**config.mk**
```make
export PLATFORM = sky130hd
export DESIGN_NAME = life_generation_stencil_flat
export DESIGN_NICKNAME = d
export VERILOG_FILES = /design/src/design/lgs_pkg.sv /design/src/design/lgs_if.sv /design/src/design/lgs_line_cell.sv /design/src/design/lgs_rule_stage.sv /design/src/design/life_generation_stencil.sv /design/src/flat_wrapper.sv
export SDC_FILE = /design/constraint.sdc
export NUM_CORES = 1
export LEC_CHECK = 0
export BUFFER_PORTS_ARGS = -buffer_cell sky130_fd_sc_hd__buf_2
export CAP_MARGIN = 25
export CORE_ASPECT_RATIO = 1.5
export CORE_MARGIN = 8
export CORE_UTILIZATION = 40
export CTS_CLUSTER_SIZE = 10
export DETAILED_ROUTE_END_ITERATION = 10
export GPL_TIMING_DRIVEN = 0
export PLACE_DENSITY = 0.59
export SYNTH_ARGS = -nofsm -noshare
export SYNTH_HDL_FRONTEND = slang
export SYNTH_SLANG_ARGS = --single-unit
```
**constraint.sdc**
```tcl
create_clock -name clock -period 4.8 [get_ports clock]
set_input_delay 0.96 -clock clock [delete_from_list [all_inputs] [get_ports clock]]
set_output_delay 0.96 -clock clock [all_outputs]
set_load 0.005 [all_outputs]
```
**src/design/lgs_pkg.sv**
```systemverilog
// Shared types and constants for the Life generation stencil.
package lgs_pkg;

   localparam int CSR_W   = 6;
   localparam int COUNT_W = 4;

   localparam logic [CSR_W-1:0]   GRID_SIZE_RESET = 6'd32;
   localparam logic [COUNT_W-1:0] BIRTH_COUNT     = 4'd3;
   localparam logic [COUNT_W-1:0] SURVIVE_COUNT   = 4'd2;

   // One column of the two line stores.
   typedef struct packed {
      logic mid;
      logic up;
   } col_pair_type;

   // One column of the 3x3 window, oldest row on top.
   typedef struct packed {
      logic row_bot;
      logic row_mid;
      logic row_top;
   } window_col_type;

   // [0] left, [1] center, [2] right.
   typedef window_col_type [2:0] window_type;

   typedef struct packed {
      logic left_dead;
      logic right_dead;
      logic top_dead;
   } border_type;

   typedef struct packed {
      window_type win;
      border_type border;
      logic       last;
   } job_type;

   typedef struct packed {
      logic               next_alive;
      logic [COUNT_W-1:0] live_neighbours;
      logic               frame_last;
   } result_type;

endpackage

```
**src/design/lgs_if.sv**
```systemverilog
// Stream interfaces for the cell input and the result output channels.
interface lgs_req_if;
   logic valid;
   logic ready;
   logic cell_alive;

   modport source (output valid, output cell_alive, input ready);
   modport sink (input valid, input cell_alive, output ready);
endinterface

interface lgs_rsp_if;
   logic                        valid;
   logic                        ready;
   logic                        next_alive;
   logic [lgs_pkg::COUNT_W-1:0] live_neighbours;
   logic                        frame_last;

   modport source (output valid, output next_alive, output live_neighbours,
                   output frame_last, input ready);
   modport sink (input valid, input next_alive, input live_neighbours,
                 input frame_last, output ready);
endinterface

```
**src/design/lgs_line_cell.sv**
```systemverilog
// One column cell of the line store chain: holds two rows of one column.
module lgs_line_cell (
   input  logic                  clock,
   input  logic                  shift_en,
   input  logic                  entry_sel,
   input  lgs_pkg::col_pair_type from_next,
   input  lgs_pkg::col_pair_type entry_data,
   output lgs_pkg::col_pair_type pair_q
);
   import lgs_pkg::*;

   col_pair_type pair_ff;
   col_pair_type pair_in;

   // The entry cell takes the new column; the rest pass toward cell 0.
   assign pair_in = entry_sel ? entry_data : from_next;

   always_ff @(posedge clock) begin
      if (shift_en) begin
         pair_ff <= pair_in;
      end
   end

   assign pair_q = pair_ff;

endmodule

```
**src/design/lgs_rule_stage.sv**
```systemverilog
// Neighbor count, B3/S23 rule and registered result output stage.
module lgs_rule_stage (
   input  logic                clock,
   input  logic                reset,
   input  logic                job_valid,
   input  lgs_pkg::job_type    job,
   output logic                job_take,
   input  logic                rsp_ready,
   output logic                rsp_valid,
   output lgs_pkg::result_type result
);
   import lgs_pkg::*;

   logic               rsp_valid_ff;
   result_type         result_ff;
   logic [7:0]         nb;
   logic [COUNT_W-1:0] count_in;
   logic               alive_in;
   window_type         w;
   border_type         b;

   assign w = job.win;
   assign b = job.border;

   always_comb begin
      nb[0] = w[0].row_top & ~b.left_dead & ~b.top_dead;
      nb[1] = w[0].row_mid & ~b.left_dead;
      nb[2] = w[0].row_bot & ~b.left_dead;
      nb[3] = w[1].row_top & ~b.top_dead;
      nb[4] = w[1].row_bot;
      nb[5] = w[2].row_top & ~b.right_dead & ~b.top_dead;
      nb[6] = w[2].row_mid & ~b.right_dead;
      nb[7] = w[2].row_bot & ~b.right_dead;
      count_in = COUNT_W'($countones(nb));
      alive_in = (count_in == BIRTH_COUNT) || (w[1].row_mid && (count_in == SURVIVE_COUNT));
   end

   assign job_take = job_valid && (!rsp_valid_ff || rsp_ready);

   always_ff @(posedge clock) begin
      if (reset) begin
         rsp_valid_ff <= 1'b0;
      end else if (job_take) begin
         rsp_valid_ff <= 1'b1;
      end else if (rsp_ready) begin
         rsp_valid_ff <= 1'b0;
      end
   end

   always_ff @(posedge clock) begin
      if (job_take) begin
         result_ff.next_alive      <= alive_in;
         result_ff.live_neighbours <= count_in;
         result_ff.frame_last      <= job.last;
      end
   end

   assign rsp_valid = rsp_valid_ff;
   assign result    = result_ff;

endmodule

```
**src/design/life_generation_stencil.sv**
```systemverilog
// Life generation stencil (B3/S23, dead border): cells in raster order, next states out.
// Throughput: one cell per cycle while results are taken; after the last cell of a frame req
// ready drops while a dead row is pushed through the column cell chain to flush row N-1.
// Reset (synchronous): clears position and pipeline valids, grid size back to 32 (clamped
// to MAX_SIZE); the column cells are not cleared, stale rows are masked as dead.
module life_generation_stencil #(
   parameter int MAX_SIZE = 32
) (
   input  logic                        clock,
   input  logic                        reset,
   lgs_req_if.sink                     req_chan,
   lgs_rsp_if.source                   rsp_chan,
   input  logic                        csr_wr_en,
   input  logic [lgs_pkg::CSR_W-1:0]   csr_wr_data
);
   import lgs_pkg::*;

   localparam int IDX_W  = (MAX_SIZE > 1) ? $clog2(MAX_SIZE) : 1;
   localparam int SIDE_W = $clog2(MAX_SIZE + 1);
   localparam int ROW_W  = $clog2(MAX_SIZE + 2);
   localparam logic [SIDE_W-1:0] SIDE_RESET =
      (int'(GRID_SIZE_RESET) > MAX_SIZE) ? SIDE_W'(MAX_SIZE) : SIDE_W'(GRID_SIZE_RESET);

   logic [SIDE_W-1:0] side_ff;
   logic [IDX_W-1:0]  col_ff, col_in;
   logic [ROW_W-1:0]  row_ff, row_in;
   logic              s1_valid_ff;
   job_type           job_ff, job_in;

   logic [IDX_W-1:0]  tap_idx;
   logic [ROW_W-1:0]  side_plus1;
   logic              flushing;
   logic              s1_free;
   logic              job_take;
   logic              push;
   logic              push_bit;
   logic              col_zero;
   logic              produce;
   logic              frame_end;
   col_pair_type      entry_pair;
   col_pair_type      cell_q     [MAX_SIZE];
   col_pair_type      chain_next [MAX_SIZE];
   window_col_type    new_col;
   result_type        result;
   logic              rsp_valid;

   assign tap_idx    = IDX_W'(side_ff - SIDE_W'(1));
   assign side_plus1 = ROW_W'(side_ff) + ROW_W'(1);
   // rows N and N+1 are a virtual dead row that drains the last results
   assign flushing   = (row_ff >= ROW_W'(side_ff));
   assign s1_free    = !s1_valid_ff || job_take;
   assign req_chan.ready = s1_free && !flushing;
   assign push       = s1_free && (flushing || req_chan.valid);
   assign push_bit   = flushing ? 1'b0 : req_chan.cell_alive;

   // column cell chain: a column enters at cell N-1 and reaches cell 0 N-1 transfers later
   assign entry_pair.mid = push_bit;
   assign entry_pair.up  = cell_q[0].mid;

   for (genvar k = 0; k < MAX_SIZE; k++) begin : g_cell
      if (k == MAX_SIZE - 1) begin : g_last
         assign chain_next[k] = '0;
      end else begin : g_mid
         assign chain_next[k] = cell_q[k+1];
      end

      lgs_line_cell u_cell (
         .clock      (clock),
         .shift_en   (push),
         .entry_sel  (tap_idx == IDX_W'(k)),
         .from_next  (chain_next[k]),
         .entry_data (entry_pair),
         .pair_q     (cell_q[k])
      );
   end

   always_comb begin
      new_col.row_top = cell_q[0].up;
      new_col.row_mid = cell_q[0].mid;
      new_col.row_bot = push_bit;

      col_zero  = (col_ff == '0);
      // at column 0 the result is the last cell of the row two above the input row, right side dead
      produce   = col_zero ? (row_ff >= ROW_W'(2)) : (row_ff != '0);
      frame_end = col_zero && (row_ff == side_plus1);

      job_in.win[0]            = job_ff.win[1];
      job_in.win[1]            = job_ff.win[2];
      job_in.win[2]            = new_col;
      job_in.border.left_dead  = (col_ff == IDX_W'(1)) || (col_zero && side_ff == SIDE_W'(1));
      job_in.border.right_dead = col_zero;
      job_in.border.top_dead   = col_zero ? (row_ff == ROW_W'(2)) : (row_ff == ROW_W'(1));
      job_in.last              = frame_end;

      if (frame_end) begin
         col_in = '0;
         row_in = '0;
      end else if (col_ff == tap_idx) begin
         col_in = '0;
         row_in = row_ff + ROW_W'(1);
      end else begin
         col_in = col_ff + IDX_W'(1);
         row_in = row_ff;
      end
   end

   always_ff @(posedge clock) begin
      if (reset) begin
         side_ff     <= SIDE_RESET;
         col_ff      <= '0;
         row_ff      <= '0;
         s1_valid_ff <= 1'b0;
      end else begin
         if (csr_wr_en) begin
            if (csr_wr_data == '0) begin
               side_ff <= SIDE_W'(1);
            end else if (32'(csr_wr_data) > 32'(MAX_SIZE)) begin
               side_ff <= SIDE_W'(MAX_SIZE);
            end else begin
               side_ff <= SIDE_W'(csr_wr_data);
            end
            col_ff <= '0;
            row_ff <= '0;
         end else if (push) begin
            col_ff <= col_in;
            row_ff <= row_in;
         end

         if (push) begin
            s1_valid_ff <= produce;
         end else if (job_take) begin
            s1_valid_ff <= 1'b0;
         end
      end
   end

   always_ff @(posedge clock) begin
      if (push) begin
         job_ff <= job_in;
      end
   end

   lgs_rule_stage u_rule (
      .clock     (clock),
      .reset     (reset),
      .job_valid (s1_valid_ff),
      .job       (job_ff),
      .job_take  (job_take),
      .rsp_ready (rsp_chan.ready),
      .rsp_valid (rsp_valid),
      .result    (result)
   );

   assign rsp_chan.valid           = rsp_valid;
   assign rsp_chan.next_alive      = result.next_alive;
   assign rsp_chan.live_neighbours = result.live_neighbours;
   assign rsp_chan.frame_last      = result.frame_last;

`ifndef SYNTHESIS
   a_window_held: assert property (@(posedge clock) disable iff (reset)
      (s1_valid_ff && !job_take) |=> $stable(job_ff.win))
      else $error("window shifted while its result was still waiting");

   a_col_range: assert property (@(posedge clock) disable iff (reset)
      col_ff <= tap_idx)
      else $error("column position beyond grid side");

   a_frame_wrap: assert property (@(posedge clock) disable iff (reset)
      (push && frame_end) |=> (row_ff == '0 && col_ff == '0))
      else $error("position did not wrap after the frame flush");
`endif

endmodule

```
**src/flat_wrapper.sv**
```systemverilog
// flat-port wrapper written by rule: the top's interface ports become plain ports
module life_generation_stencil_flat import lgs_pkg::*;
#(
   parameter int MAX_SIZE = 32
)
  (clock, reset, csr_wr_en, csr_wr_data, req_chan_valid, req_chan_cell_alive, req_chan_ready, rsp_chan_valid, rsp_chan_next_alive, rsp_chan_live_neighbours, rsp_chan_frame_last, rsp_chan_ready);
  lgs_req_if req_chan_i ();
  lgs_rsp_if rsp_chan_i ();
  input  logic clock;
  input  logic reset;
  input  logic csr_wr_en;
  input  logic [lgs_pkg::CSR_W-1:0] csr_wr_data;
  input wire logic [$bits(req_chan_i.valid)-1:0] req_chan_valid;
  input wire logic [$bits(req_chan_i.cell_alive)-1:0] req_chan_cell_alive;
  output wire logic [$bits(req_chan_i.ready)-1:0] req_chan_ready;
  output wire logic [$bits(rsp_chan_i.valid)-1:0] rsp_chan_valid;
  output wire logic [$bits(rsp_chan_i.next_alive)-1:0] rsp_chan_next_alive;
  output wire logic [$bits(rsp_chan_i.live_neighbours)-1:0] rsp_chan_live_neighbours;
  output wire logic [$bits(rsp_chan_i.frame_last)-1:0] rsp_chan_frame_last;
  input wire logic [$bits(rsp_chan_i.ready)-1:0] rsp_chan_ready;
  assign req_chan_i.valid = req_chan_valid;
  assign req_chan_i.cell_alive = req_chan_cell_alive;
  assign req_chan_ready = req_chan_i.ready;
  assign rsp_chan_valid = rsp_chan_i.valid;
  assign rsp_chan_next_alive = rsp_chan_i.next_alive;
  assign rsp_chan_live_neighbours = rsp_chan_i.live_neighbours;
  assign rsp_chan_frame_last = rsp_chan_i.frame_last;
  assign rsp_chan_i.ready = rsp_chan_ready;
  life_generation_stencil #(.MAX_SIZE(MAX_SIZE)) u_core (.clock(clock), .reset(reset), .req_chan(req_chan_i), .rsp_chan(rsp_chan_i), .csr_wr_en(csr_wr_en), .csr_wr_data(csr_wr_data));
endmodule
```
# [Word-level counts from Yosys, hierarchy flattened]
# Index checks and enable logic that the tools add are counted.
[totals] regBits=102 out_inout_bits=8
[op_classes] n_addsub=11 eq_ne=39 muxes=44 magnitude_cmp=3 bitwise=12 reduce_logical=23
[ops] op="$eq 5x5->1 const B" n=16
[ops] op="$mux 2" n=31
[ops] op="$eq 5x4->1 const B" n=8
[ops] op="$mux 6" n=4
[ops] op="$eq 5x3->1 const B" n=4
[ops] op="$add 6x1->6 const B" n=2
[ops] op="$eq 6x1->1 const B" n=2
[ops] op="$eq 5x1->1 const B" n=2
[ops] op="$eq 5x2->1 const B" n=2
[ops] op="$logic_not 5->1" n=2
[ops] op="$mux 5" n=2
[ops] op="$and 1x1->1" n=9
[ops] op="$add 1x1->2" n=4
[ops] op="$eq 4x2->1 const B" n=2
[ops] op="$mux 1" n=7
[ops] op="$add 2x2->3" n=2
[ops] op="$eq 6x2->1 const B" n=1
[ops] op="$eq 6x6->1" n=1
[ops] op="$ge 6x2->1 const B" n=1
[ops] op="$ge 6x6->1" n=1
[ops] op="$gt 6x6->1 const B" n=1
[ops] op="$logic_and 1x1->1" n=6
[ops] op="$logic_not 6->1" n=1
[ops] op="$reduce_bool 2->1" n=3
[ops] op="other kinds (10)" n=18

# [Depth between registers and ports, before layout]
[depth] word_depth=9 mapped_depth=10

# [Modules after synthesis]
# Synthesis repeated with hierarchy kept, for this count alone.
[hier_totals] hier_cells=407 hier_area_um2=5228.8
[by_module_without_submodules] module="lgs_line_cell" area_per_inst_um2=82.6 cells_each=4 n_inst=32 seq_area_each_um2=60.1
[by_module_without_submodules] module="life_generation_stencil" area_per_inst_um2=2159.6 cells_each=249 n_inst=1 seq_area_each_um2=750.7
[by_module_without_submodules] module="lgs_rule_stage" area_per_inst_um2=426.7 cells_each=30 n_inst=1 seq_area_each_um2=200.2

# [Worst setup path before layout]
# OpenSTA, ideal clock, no wires.
[synth_timing] path_type="reg-to-reg" start="register u_core.side_ff[2]" end="register u_core.g_cell[0].u_cell.pair_ff (netlist bit u_core.g_cell[0].u_cell.pair_q[0]) (enable)" t_required_ns=4.369 slack_ns=1.094 stages_incl_launch_ff=8 n_path_buf=1 setup_time_ns=0.431 t_arrival_ns=3.275 period_less_slack_ns=3.706 path_cell_list="dfxtp_1 > buf_2 > inv_1 > ha_1 > nand4_1 > o211ai_1 > nand2_1 > inv_1"
[synth_between] elab_chain_len=3
[synth_rtl] item="start: declaration" line="life_generation_stencil.sv:24" text="logic [SIDE_W-1:0] side_ff;"
[synth_rtl] item="start signal: assignment" line="life_generation_stencil.sv:118" text="side_ff <= SIDE_W'(MAX_SIZE);"
[synth_rtl] item="start signal: assignment" line="life_generation_stencil.sv:120" text="side_ff <= SIDE_W'(csr_wr_data);"
[synth_rtl] item="$ge 6x6->1" line="life_generation_stencil.sv:50" text="assign flushing = (row_ff >= ROW_W'(side_ff));"
[synth_rtl] item="$logic_or 1x1->1" line="life_generation_stencil.sv:53" text="assign push = s1_free && (flushing || req_chan.valid);"
[synth_rtl] item="$logic_and 1x1->1" line="life_generation_stencil.sv:53"
[synth_rtl] item="net u_core.g_cell[0].u_cell.shift_en" line="lgs_line_cell.sv:4" text="input logic shift_en,"
[synth_rtl] item="end signal: assignment" line="lgs_line_cell.sv:20" text="pair_ff <= pair_in;"
[synth_rtl] item="end: declaration" line="lgs_line_cell.sv:12" text="col_pair_type pair_ff;"
# The timed path passes the listed nets, and every way through them passes these cells.
# A chain may end at the register's enable or synchronous reset.

# [Worst setup path in the final report]
[layout_timing] start="register u_core.job_ff[1] in the netlist's numbering" end="register, netlist name u_core.u_rule.result[5]"
[layout_between] elab_chain_len=8 elab_cells_between_ends=14 cone_classes="add/sub: 6; eq/ne: 2; bitwise: 4; reduce/logical: 2"
[layout_rtl] item="start: declaration" line="life_generation_stencil.sv:28" text="job_type job_ff, job_in;"
[layout_rtl] item="start signal: assignment" line="life_generation_stencil.sv:139" text="job_ff <= job_in;"
[layout_rtl] item="$not 1->1 (*)" line="lgs_rule_stage.sv:26, lgs_rule_stage.sv:29, lgs_rule_stage.sv:31"
[layout_rtl] item="$and 1x1->1, on equally long branches" line="lgs_rule_stage.sv:26, lgs_rule_stage.sv:29, lgs_rule_stage.sv:31"
[layout_rtl] item="$add 1x1->2 (not written as such)" line="lgs_rule_stage.sv:34" text="count_in = COUNT_W'($countones(nb));"
[layout_rtl] item="$add 2x2->3 (not written as such)" line="lgs_rule_stage.sv:34"
[layout_rtl] item="$add 3x3->4 (not written as such) (*)" line="lgs_rule_stage.sv:34"
[layout_rtl] item="net u_core.u_rule.count_in[1]" line="lgs_rule_stage.sv:17" text="logic [COUNT_W-1:0] count_in;"
[layout_rtl] item="$eq 4x2->1" line="lgs_rule_stage.sv:35" text="alive_in = (count_in == BIRTH_COUNT) || (w[1].row_mid && (count_in == SURVIVE_COUNT));"
[layout_rtl] item="$logic_and 1x1->1" line="lgs_rule_stage.sv:35"
[layout_rtl] item="$logic_or 1x1->1 (*)" line="lgs_rule_stage.sv:35"
[layout_rtl] item="net u_core.u_rule.alive_in" line="lgs_rule_stage.sv:18" text="logic alive_in;"
# Mark *: on every way through the listed nets, which the timed path passes. The rest lies on a longest branch.

==> summary.txt <==
Clock network
  – Number of buffers created by CTS: 9
  – Hold buffer count at CTS: 0
  – Clk Tree Root Cell: clkbuf_16
  – TritonCTS clock tree: built
  – Post-CTS sizing: 0
  – # Post-CTS Setup Buffers: 0
  – Bufs on Longest Clock Path: 2
  – Clock H-tree levels: 3
  – Sink Count: 102
  – Worst-path clk slew: 0.07 ns
  – Worst-Skew Late Latency: 0.35 ns

Setup path
  – FF-to-FF End: u_core.u_rule.result[5]
  – Startpoint Class: flip-flop
  – RR Startpoint: u_core.job_ff[1]
  – Setup crit end kind: flip-flop
  – Peak fanout along the critical path: 3
  – Worst path required time: 4.99 ns
  – CP Class: reg -> reg
  – R2r setup slk: 1.41 ns
  – CP Data Arrival Time: 3.58 ns
  – Worst R2R Path Depth: 8

Final layout
  – Layout cells sized above 1: 24.4%
  – Area growth, synth to finish: 11.8%
  – Most frequent cells in the layout: 83 x edfxtp_1, 64 x mux2_2, 46 x nand2_1, 22 x ha_1, 21 x buf_2
  – Nets: 480
  – FILL cells: 1,215
  – Most common cell after layout, fill and taps aside: edfxtp_1
  – Antenna Cells: 0
  – Non-Filler Instances: 606

Flow run
  – Max cap viols: 0

Logic synthesis
  – Post-synth EDFFs: 83
  – Asr flop ratio synth: 0%
  – Mapped Area: 5220 sq um
  – Number of warnings issued by yosys: 0
  – Synth cell types: 47
  – Syn Inst Count: 412
  – Syn nets: 450
  – Seq/Total Area, Yosys: 55.1%
  – Mean Syn Cell Area: 12.7 sq um
  – Synthesized flop and latch total: 102
  – Main synth FF type: edfxtp_1

Global route
  – Grt ovf: 0
  – Global-route wire length before repair: 16,700 um
  – Vias in the first global route: 3,275
  – Antenna violations before repair: 0
  – Largest net degree at the start of global routing: 74
  – Overall global routing resource usage: 12.8%

Detailed routing
  – Final wirelength: 10,300 um
  – Vias: 3,203
  – Final antenna-violating net count: 0
  – Vias per inst: 5.29
  – Wire per inst: 17.0 um
  – First DRT Iteration DRCs: 113
  – Drt pass-1 iters: 4
  – Drc violations: 0

Pwr
  – Pwr Density: 353 nW/um^2
  – Static leakage power: 0.00209 uW
  – Worst VDD drop: 0.181 mV

Die
  – Total Die Area: 17,000 sq um
  – Initial Util: 40.5%
  – # IOs: 20
  – Die Wd: 109 um
  – Die Y: 156 um
  – Rows: 51
  – Core Area: 12,900 sq um

Timing
  – Rel. slew slack: 54.1%
  – Max Slew Vio Count: 0
  – Hold Vio Cnt, Final: 0
  – Max frequency: 295 MHz
  – Final Cycle Share: 70.6%
  – Final clock skew: 0.00631 ns
  – Tmin final: 3.39 ns
  – Worst Hold Slack: 0.427 ns
  – Worst Tran Pin Value: 0.684 ns
  – Final Setup Violations: 0
  – RSZ-0062 raised after global routing: false

Placed design
  – HPWL after DPL: 7320 um
  – Number of port buffers: 18
  – Gpl congestion: 0.829
  – Placed cells: 590

Min path
  – Hold Path Sink: u_core.job_ff[10]
  – Worst Hold Launch: u_core.g_cell[0].u_cell.pair_q[0]
  – Hold path cells: 0
  – HP Class: reg -> reg

Outcome
  – Status: complete, no violations
worst max-delay path by stage:
stage | from | to | slack (ns) | cells past startpoint
2_1_floorplan | u_core.side_ff[2] | u_core.g_cell[0].u_cell.pair_q[0] | 1.09 | 7
3_3_place_gp | u_core.side_ff[4] | u_core.g_cell[27].u_cell.pair_q[0] | -0.05 | 7
3_5_place_dp | u_core.job_ff[1] | u_core.u_rule.result[5] | 1.37 | 8
4_1_cts | u_core.job_ff[1] | u_core.u_rule.result[5] | 1.35 | 8
5_1_grt | u_core.job_ff[1] | u_core.u_rule.result[5] | 1.16 | 8
6_report | u_core.job_ff[1] | u_core.u_rule.result[5] | 1.41 | 8
sequential cells by signal, summed over array words and instances, names as in the netlist:
signal / cells
u_core.col_ff: 5
u_core.g_cell.u_cell.pair_q: 64
u_core.job_ff: 13
u_core.row_ff: 6
u_core.s1_valid_ff: 1
u_core.side_ff: 6
u_core.u_rule.result: 6
u_core.u_rule.rsp_valid: 1
layer usage:
layer	routed length, um	GRT usage (%)
met1	4350	14.3
met2	5500	22.8
met3	281	2.36
met4	195	5.49
met5	0	0
synthesized netlist by cell type (4+ instances only):
| library cell | number | share of area [%] |
|---|---|---|
| nand2_1 | 46 | 3.3 |
| clkbuf_1 | 11 | 0.79 |
| dfxtp_1 | 19 | 7.3 |
| and3_1 | 4 | 0.48 |
| mux2_2 | 64 | 14 |
| inv_1 | 16 | 1.2 |
| nor3_1 | 12 | 1.2 |
| nand3_1 | 8 | 0.77 |
| nor2_1 | 10 | 0.72 |
| o22ai_1 | 4 | 0.48 |
| ha_1 | 22 | 5.3 |
| a31oi_1 | 4 | 0.48 |
| xnor2_1 | 11 | 1.8 |
| or4_1 | 7 | 1.0 |
| edfxtp_1 | 83 | 48 |
| nor2b_1 | 15 | 1.8 |
| o21ai_0 | 5 | 0.48 |
| a21oi_1 | 11 | 1.1 |
| fa_1 | 4 | 1.5 |
| xor2_1 | 7 | 1.2 |
| and2_1 | 8 | 0.96 |
through the flow:
step	power, uW	area, sq um	util [%]	setup TNS [ns]	setup slack (ns)
floorplan	1270	5220	-	0	1.09
global placement	1330	5500	42.7	-3.45	-0.0484
detailed placement	1340	5530	42.9	0	1.37
CTS	2080	5830	45.2	0	1.35
global route	2150	5830	45.2	0	1.16
finish	2060	5830	45.2	0	1.41
cell families (layout without fill, tap and decap cells):
kind of cell,after synthesis,after routing,share of synthesized area (%)
AO/OA/AOI/OAI,38,38,4.70
buffers and inverters,32,67,2.66
flip-flops,102,102,55.1
multiplexers,65,65,14.0
XOR/XNOR,19,19,3.45
adder cells (fa/ha/maj),26,26,6.81
AND/OR/NAND/NOR,130,130,13.3
cell type report:
cell class / count / area, sq um / share of cell area (%)
plain buffers: 16 / 78.8 / 1.35
clock buffers: 11 / 233 / 3.99
clock inverters: 5 / 63.8 / 1.09
inverters: 16 / 62.6 / 1.07
multi-input cells: 278 / 2200 / 37.8
flip-flops and latches: 102 / 2870 / 49.3
well taps: 159 / 199 / 3.41
repair buffers: 19 / 118 / 2.02
report_power, final:
part | internal, uW | leakage (uW) | switching (uW) | total (uW)
clock | 411 | 0.000141 | 328 | 738
sequential | 1050 | 0.000971 | 24.3 | 1080
combinational | 108 | 0.000976 | 135 | 244
worst max-delay path, stage by stage, from the launching register on:
cell and delay, ns:
edfxtp_1 0.44, nor3b_1 0.32, fa_1 0.48, fa_1 0.57
fa_1 0.43, ha_1 0.24, fa_1 0.52, o21ai_0 0.09
nor3_1 0.14
Power figures use the tool's default switching activity.
